==> config.mk <==
export PLATFORM = sky130hd
export DESIGN_NAME = gde_ctrl
export DESIGN_NICKNAME = d
export VERILOG_FILES = /design/src/rtl/core/gde_pkg.sv /design/src/rtl/core/gde_ctrl.sv
export SDC_FILE = /design/constraint.sdc
export NUM_CORES = 1
export LEC_CHECK = 0
export BUFFER_PORTS_ARGS = -buffer_cell sky130_fd_sc_hd__buf_2
export CAP_MARGIN = 20
export CORE_AREA = 2 2 39 41
export DETAILED_ROUTE_END_ITERATION = 12
export DIE_AREA = 0 0 41 43
export PLACE_DENSITY = 0.87
export SETUP_SLACK_MARGIN = 0.4
export SLEW_MARGIN = 40
export SYNTH_ARGS = -nofsm -noshare
export SYNTH_HDL_FRONTEND = slang
export SYNTH_SLANG_ARGS = --single-unit
export TNS_END_PERCENT = 100
==> constraint.sdc <==
create_clock -name clk_i -period 2.9 [get_ports clk_i]
set_clock_uncertainty 0.05 [all_clocks]
set_input_delay 0 -clock clk_i [delete_from_list [all_inputs] [get_ports clk_i]]
set_output_delay 0 -clock clk_i [all_outputs]
set_load 0.005 [all_outputs]
==> src/rtl/core/gde_pkg.sv <==
// gde_pkg: shared types and constants of the grid depth-first explorer
// payload structs, codes and controller/datapath command and status groups
// no dependencies
`default_nettype none

package gde_pkg;

  localparam int unsigned GDE_MAX_W   = 64;
  localparam int unsigned GDE_MAX_H   = 64;
  localparam int unsigned GDE_COORD_W = 6;
  localparam int unsigned GDE_CELLS   = GDE_MAX_W * GDE_MAX_H;
  localparam int unsigned GDE_ADDR_W  = $clog2(GDE_CELLS);
  localparam int unsigned GDE_CNT_W   = GDE_ADDR_W + 1;
  localparam int unsigned GDE_CFG_W   = 7;
  localparam int unsigned GDE_NB_W    = GDE_COORD_W + 2;

  // neighbour offsets in probe order: up, left, right, down
  localparam logic [GDE_NB_W-1:0] GDE_DIR_DX [4] = '{
    GDE_NB_W'(0), {GDE_NB_W{1'b1}}, GDE_NB_W'(1), GDE_NB_W'(0)
  };
  localparam logic [GDE_NB_W-1:0] GDE_DIR_DY [4] = '{
    {GDE_NB_W{1'b1}}, GDE_NB_W'(0), GDE_NB_W'(0), GDE_NB_W'(1)
  };

  typedef enum logic [1:0] {
    ACT_WRITE   = 2'd0,
    ACT_RESTART = 2'd1,
    ACT_STEP    = 2'd2
  } gde_action_e;

  typedef enum logic [1:0] {
    STAT_ADVANCE   = 2'd0,
    STAT_BACKTRACK = 2'd1,
    STAT_EXHAUSTED = 2'd2,
    STAT_ACK       = 2'd3
  } gde_stat_e;

  typedef enum logic [0:0] {
    REG_MAP_WIDTH  = 1'b0,
    REG_MAP_HEIGHT = 1'b1
  } gde_reg_e;

  typedef enum logic [2:0] {
    RES_ITEM,
    RES_ZERO,
    RES_NBR,
    RES_STACK,
    RES_START
  } gde_res_e;

  typedef enum logic [3:0] {
    S_CLR_BOOT,
    S_IDLE,
    S_DECODE,
    S_PROBE_RD,
    S_PROBE_CHK,
    S_POP_RD,
    S_POP_WB,
    S_CLR_RST,
    S_CLR_EXH,
    S_MARK_RST,
    S_MARK_EXH,
    S_FINISH
  } gde_state_e;

  typedef struct packed {
    logic [1:0]             action;
    logic [GDE_COORD_W-1:0] cell_x;
    logic [GDE_COORD_W-1:0] cell_y;
    logic                   blocked;
  } gde_in_t;

  typedef struct packed {
    logic [GDE_COORD_W-1:0] next_x;
    logic [GDE_COORD_W-1:0] next_y;
    logic [1:0]             status;
  } gde_out_t;

  typedef struct packed {
    logic      load_item;
    logic      blk_we;
    logic      set_start;
    logic      dir_clr;
    logic      dir_inc;
    logic      probe_rd;
    logic      push;
    logic      pop_rd;
    logic      pop_wb;
    logic      clr_step;
    logic      mark_vis;
    logic      init_stack;
    logic      res_load;
    gde_res_e  res_src;
    gde_stat_e res_stat;
    logic      out_load;
  } gde_cmd_t;

  typedef struct packed {
    logic [1:0] action;
    logic       start_in_map;
    logic       cnt_zero;
    logic       cnt_one;
    logic       hit;
    logic       dir_last;
    logic       clr_last;
    logic       out_free;
  } gde_sts_t;

endpackage

`default_nettype wire

==> src/rtl/core/gde_ctrl.sv <==
// gde_ctrl: sequencing state machine of the grid depth-first explorer
// issues gde_pkg::gde_cmd_t to gde_datapath and reads gde_pkg::gde_sts_t
`default_nettype none

module gde_ctrl (
  input  wire logic              clk_i,
  input  wire logic              rst_ni,
  input  wire logic              in_valid_i,
  output logic                   in_ready_o,
  input  wire gde_pkg::gde_sts_t sts_i,
  output gde_pkg::gde_cmd_t      cmd_o
);

  gde_pkg::gde_state_e state_q, state_d;

  always_ff @(posedge clk_i or negedge rst_ni) begin
    if (!rst_ni) begin
      state_q <= gde_pkg::S_CLR_BOOT;
    end else begin
      state_q <= state_d;
    end
  end

  always_comb begin
    state_d      = state_q;
    cmd_o        = '0;
    cmd_o.res_src  = gde_pkg::RES_ITEM;
    cmd_o.res_stat = gde_pkg::STAT_ACK;
    in_ready_o   = 1'b0;
    case (state_q)
      gde_pkg::S_CLR_BOOT: begin
        cmd_o.clr_step = 1'b1;
        if (sts_i.clr_last) begin
          state_d = gde_pkg::S_IDLE;
        end
      end
      gde_pkg::S_IDLE: begin
        in_ready_o = 1'b1;
        if (in_valid_i) begin
          cmd_o.load_item = 1'b1;
          state_d = gde_pkg::S_DECODE;
        end
      end
      gde_pkg::S_DECODE: begin
        case (sts_i.action)
          gde_pkg::ACT_WRITE: begin
            cmd_o.blk_we   = 1'b1;
            cmd_o.res_load = 1'b1;
            state_d = gde_pkg::S_FINISH;
          end
          gde_pkg::ACT_RESTART: begin
            if (sts_i.start_in_map) begin
              cmd_o.set_start = 1'b1;
              state_d = gde_pkg::S_CLR_RST;
            end else begin
              cmd_o.res_load = 1'b1;
              state_d = gde_pkg::S_FINISH;
            end
          end
          default: begin
            if (sts_i.cnt_zero) begin
              cmd_o.res_load = 1'b1;
              cmd_o.res_src  = gde_pkg::RES_ZERO;
              state_d = gde_pkg::S_FINISH;
            end else begin
              cmd_o.dir_clr = 1'b1;
              state_d = gde_pkg::S_PROBE_RD;
            end
          end
        endcase
      end
      gde_pkg::S_PROBE_RD: begin
        cmd_o.probe_rd = 1'b1;
        state_d = gde_pkg::S_PROBE_CHK;
      end
      gde_pkg::S_PROBE_CHK: begin
        if (sts_i.hit) begin
          cmd_o.push     = 1'b1;
          cmd_o.res_load = 1'b1;
          cmd_o.res_src  = gde_pkg::RES_NBR;
          cmd_o.res_stat = gde_pkg::STAT_ADVANCE;
          state_d = gde_pkg::S_FINISH;
        end else if (!sts_i.dir_last) begin
          cmd_o.dir_inc = 1'b1;
          state_d = gde_pkg::S_PROBE_RD;
        end else if (sts_i.cnt_one) begin
          state_d = gde_pkg::S_CLR_EXH;
        end else begin
          state_d = gde_pkg::S_POP_RD;
        end
      end
      gde_pkg::S_POP_RD: begin
        cmd_o.pop_rd = 1'b1;
        state_d = gde_pkg::S_POP_WB;
      end
      gde_pkg::S_POP_WB: begin
        cmd_o.pop_wb   = 1'b1;
        cmd_o.res_load = 1'b1;
        cmd_o.res_src  = gde_pkg::RES_STACK;
        cmd_o.res_stat = gde_pkg::STAT_BACKTRACK;
        state_d = gde_pkg::S_FINISH;
      end
      gde_pkg::S_CLR_RST: begin
        cmd_o.clr_step = 1'b1;
        if (sts_i.clr_last) begin
          state_d = gde_pkg::S_MARK_RST;
        end
      end
      gde_pkg::S_CLR_EXH: begin
        cmd_o.clr_step = 1'b1;
        if (sts_i.clr_last) begin
          state_d = gde_pkg::S_MARK_EXH;
        end
      end
      gde_pkg::S_MARK_RST: begin
        cmd_o.mark_vis   = 1'b1;
        cmd_o.init_stack = 1'b1;
        cmd_o.res_load   = 1'b1;
        cmd_o.res_src    = gde_pkg::RES_START;
        state_d = gde_pkg::S_FINISH;
      end
      gde_pkg::S_MARK_EXH: begin
        cmd_o.mark_vis = 1'b1;
        cmd_o.res_load = 1'b1;
        cmd_o.res_src  = gde_pkg::RES_START;
        cmd_o.res_stat = gde_pkg::STAT_EXHAUSTED;
        state_d = gde_pkg::S_FINISH;
      end
      gde_pkg::S_FINISH: begin
        if (sts_i.out_free) begin
          cmd_o.out_load = 1'b1;
          state_d = gde_pkg::S_IDLE;
        end
      end
      default: begin
        state_d = gde_pkg::S_IDLE;
      end
    endcase
  end

endmodule

`default_nettype wire

==> Word level (Yosys, flattened, before mapping) <==
Cells that the tools add are included.
{ "classes": {"muxes": 41, "n_reduce_logical": 7, "n_eq_ne": 17} }
{ "ops": {"columns": ["cell", "count"], "rows": [
  ["4-bit two-way mux", 11],
  ["4-bit one-hot mux with 10 select lines", 1],
  ["1-bit two-way mux", 22],
  ["4-bit by 3-bit == test with 1-bit output (second input constant)", 4],
  ["4-bit == test (second input constant)", 4],
  ["4-bit one-hot mux with 4 select lines", 1],
  ["2-bit != test (second input constant)", 5],
  ["4-bit by 2-bit == test with 1-bit output (second input constant)", 2],
  ["4-bit one-hot mux with 2 select lines", 1],
  ["3-bit two-way mux", 2],
  ["6-bit two-way mux", 1],
  ["2-bit one-hot mux with 3 select lines", 1],
  ["3-bit OR reduction", 2],
  ["5-bit AND reduction", 1],
  ["4-bit by 1-bit == test with 1-bit output (second input constant)", 1],
  ["4-bit logical NOT", 1],
  ["2-bit OR reduction", 2],
  ["2-bit by 1-bit == test with 1-bit output (second input constant)", 1],
  ["2-bit logical NOT", 1],
  ["1-bit one-hot mux with 2 select lines", 1]
]} }
{ "totals": {"out_inout_bits": 20, "inputBits": 12, "register_bits": 4, "elab_cells": 66} }

==> Logic depth before layout (Yosys ltp) <==
{ "depth": {"depth_word": 4, "depth_mapped": 6, "ltp_nobuf": 5} }

==> Least setup slack after synthesis <==
OpenSTA, ideal clock, no wires.
{ "synth_timing": {"path_type": "register to register", "start": "reg state_q[1]", "end": "reg state_q[0]", "required_ns": 2.723, "setup_ns": 0.127, "path_buffers": 1, "stages_incl_launch_ff": 5, "t_arrival_ns": 1.223, "period_less_slack_ns": 1.401, "slack_ns": 1.499, "cell_sequence": "dfrtp_1 buf_4 o311ai_0 o221ai_1 o32a_2"} }
{ "synth_via": {"elab_chain_len": 3, "word_cells_on_any_way": 20, "classes_between": "eq/ne (16); mux (1); reduce/logical (3)"} }
{ "synth_rtl": {"columns": ["item", "line", "rtl"], "rows": [
  ["from (decl)", "gde_ctrl.sv:14", "gde_pkg::gde_state_e state_q, state_d;"],
  ["from (signal assigned)", "gde_ctrl.sv:18", "state_q <= gde_pkg::S_CLR_BOOT;"],
  ["from (signal assigned)", "gde_ctrl.sv:20", "state_q <= state_d;"],
  ["4-bit == test (tied with other cells)", "gde_ctrl.sv:30", "case (state_q)"],
  ["3-bit OR reduction (no line) or 2-bit != test (tied branches)", null, null],
  ["4-bit one-hot mux with 10 select lines or 5-bit AND reduction (tied branches)", null, null]
]} }
Several ways; a longest one is shown, not always the timed one.
A chain may end at the register's enable or synchronous reset.

==> results <==
- In this run the power density over the cells is 909.8 mW/mm^2.
- The post-route clock period utilization is 65.38%.
- Data on the critical path is required at its endpoint by 2.85 ns.
- In the final timing run, aggregate negative setup slack is 0 ns.
- Entering global routing, the biggest net connects 24 pins.
- Sequential elements use 17.58% of the synthesized area.
- The sum of overflow across all layers after global routing is 0.
- A synthesized cell averages 6.698 um^2.
- The peak clock frequency supported by timing is 0.5274 GHz.
- The leading register cell type out of synthesis is dfrtp_1.
- The post-route minimum period is 1.896 ns.
- After filler insertion, the fill cell instance count of the layout stands at 136.
- The root buffer cell chosen for the clock tree is clkbuf_4.
- Setup violations remaining at the end of the flow were counted as 0.
- The total count of hold-check failures in the final report is 0.
- The die covers 0.001763 mm^2.
- Leaving out fill and tap cells, the most frequent cell in the layout is buf_2.
- During placement, the flow inserted port buffers numbering 31.
- Across all register-to-register paths, the minimum setup slack is 1.24 ns.
- The peak ir drop on the vdd network is 0.0004193 V.
- The clock drives 4 sinks.
- Cells fill 54.43% of the core in the end.
- The via count of the first global-routing pass is 585.
- Once detailed placement completed, the half-perimeter wirelength came to 1.265 mm.
- The weighted congestion reported at the end of routability-driven placement is 0.8957.
- The post-synthesis sequential element count is 4.
- By startpoint and endpoint, the worst setup path is classified as flop to primary output.
- The worst flop-to-flop path startpoint is state_q[1]$_DFFE_PN0P_.
- The detail route stage leaves a number of antenna-violating nets equal to 0.
- The final net count is 127.
- Of all flip-flops after synthesis, the portion carrying an async set or reset was 100.0%.
- No sink is reached through more buffers than the 2 on the longest clock path.
- The final-report max-slew violation count is 0.
- The worst-margin pin slew is 0.6590 ns.
- The number of antenna diodes in the final layout is 0.
- The most area-hungry cell type in the Yosys netlist is dfrtp_1.
- The post-detailed-route via-to-cell ratio is 5.814.
- Dividing the detail-routed wire length by the instance count gives 13.05 um.
- The post-synthesis instance area is 569.3 um^2.
- The clock tree from TritonCTS is done.
- The register with the most flip-flops in the layout has 4 of them.
- The fraction of layout cells with a size suffix above 1 is 30.97%.
- The vertical die dimension is 43 um.
- The area used by multi-input combinational logic is 414.1 um^2.
- The width of the chip is 41 um.
- Clock-pin slew was measured on the worst setup and hold paths at 0.05 ns.
- Counting distinct cell types in the post-synthesis netlist gives 35.
- The Yosys step of the flow raised 0 warnings.
- The number of enable flip-flop cells after synthesis is 0.
- The global routing usage summed across all routing layers is 20.58%.
- The count of buffers added by post-CTS timing repair for setup is 0.
- The pre-antenna-repair detailed-routing pass consisted of 4 iterations.
- Headroom to the max-slew limit came out at 56.07%.
- The initial utilization of the core area, before any placement, comes to 41.14%.
- By area the synthesized netlist is led by dfrtp_1, nand2b_1, nor3_1.
- The first global-routing pass estimated 2.435 mm of wire.
- The total via count in the routed design is 750.
- The number of antenna violations at the first check in global routing is 0.
- The clock reaches the later pin of the worst-skew pair after 0.26 ns.
- In the layout the commonest cells are buf_2, nor3_1, nand2b_1, nand2_1, nor2_1.
- The number of remaining DRC errors is 0.
- The growth of design area from synthesis to finish is 32.31%.
- The number of max-capacitance violations reported is 0.
- The number of buffers created by CTS is 3.
- Ranked by flip-flop count, first place goes to state_q.
- The worst setup path is launched from a flop.
- The number of nets handed over by synthesis was 97.
- The core region is 0.001384 mm^2.
- In this run the number of H-tree levels came out at 1.
- The path class of the tightest hold or removal check is input port to asynchronous set/reset pin.
- The detailed-route wire length is 1.684 mm.
- The number of rows in the core area is 14.
- In this run, the number of DRC markers left after iteration 0 of detailed routing was 33.
- The terminus of the critical flop-to-flop path is state_q[2]$_DFFE_PN0P_.
- The area share of the largest cell type after synthesis is 17.58%.
- The worst register-to-register path has a depth of 4.
- The leakage power of the design is 0.3763 nW.
- In this run the count of I/O pins placed on the die edge is 32.
- In the final layout, flip-flops and latches occupy 100.1 um^2.
- The number of instances in the synthesized netlist is 85.
- For the worst setup path, the data arrival time is 1.85 ns.
- Setup repair after global routing left no endpoint under its margin.
- The flow ran to the end, and the final reports show no timing, DRC or antenna violations.
- STA classifies the critical path endpoint as a primary output.
- The largest registers in the layout are state_q: 4 flops.
- Along the worst path, the maximum fanout reaches 23.
kinds of logic after synthesis:
| group | share of synthesized area, % |
|---|---|
| buf+inv | 9.670 |
| compound gates | 25.50 |
| simple gates | 45.50 |
| mux | 1.758 |
| flops | 17.58 |
final cells by class:
class                           instances  share of cell area (%)
Tap cell                               16                   2.658
Multi-Input combinational cell         69                   54.98
Timing Repair Buffer                   34                   24.58
Clock buffer                            3                   2.990
Inverter                                3                   1.495
Sequential cell                         4                   13.29
report_power, final:
group,internal [W],switching [W]
clock network,0.0000469,0.0000312
registers,0.0000830,0.000104
logic,0.000204,0.000216
worst max-delay path by stage:
stage                                start                endpoint  depth (start not counted)
detailed placement  state_q[1]$_DFFE_PN0P_  state_q[2]$_DFFE_PN0P_                          4
global placement    state_q[2]$_DFFE_PN0P_                cmd_o[6]                          5
finish              state_q[2]$_DFFE_PN0P_                cmd_o[6]                          5
CTS                 state_q[1]$_DFFE_PN0P_                cmd_o[6]                          5
floorplan           state_q[1]$_DFFE_PN0P_  state_q[0]$_DFFE_PN0P_                          4
global route        state_q[2]$_DFFE_PN0P_                cmd_o[6]                          5
cell usage after synthesis (all sizes together) (2+ instances only):
| cell type | instances |
|---|---|
| nor2 | 6 |
| clkbuf | 3 |
| o21ai | 5 |
| nor3 | 8 |
| nand2 | 7 |
| and3b | 3 |
| nor2b | 4 |
| a21oi | 5 |
| inv | 3 |
| nor4 | 3 |
| buf | 6 |
| and2 | 2 |
| and3 | 2 |
| nand2b | 7 |
| a311o | 2 |
| dfrtp | 4 |
what timing repair did:
item / CTS / global route
hold buffers: 3 / 0
hold endpoints to repair: 6 / 0
resized for setup: 0 / 0
per-layer routing:
layer / vias to the layer above / wire length, um / GRT usage, %
li1: 371 / - / -
met1: 344 / 693 / 24.44
met2: 30 / 827 / 30.94
met3: 5 / 146 / 8.901
met4: 0 / 17 / 8.667
met5: - / 0 / 0
stage by stage:
step	instance area, um^2	hold slack [ns]	setup slack [ns]	power [W]	instances
after floorplan	569.3	-0.3456	1.499	0.0004967	85
after global placement	700.7	-0.2319	1.299	0.0005917	123
after detailed placement	700.7	-0.2357	1.266	0.0006004	123
after CTS	753.2	0.02151	1.034	0.0006867	129
after global routing	753.2	0.04071	0.8500	0.0007556	129
final	753.2	0.02675	1.004	0.0006853	129
critical path, stage by stage (launching register included):
cell and delay, ns:
dfrtp_1 0.75, nand2_1 0.27, nor3_1 0.30, inv_1 0.08
o21ai_0 0.07, buf_2 0.13
Note: power is estimated with default switching activity, not from simulation.
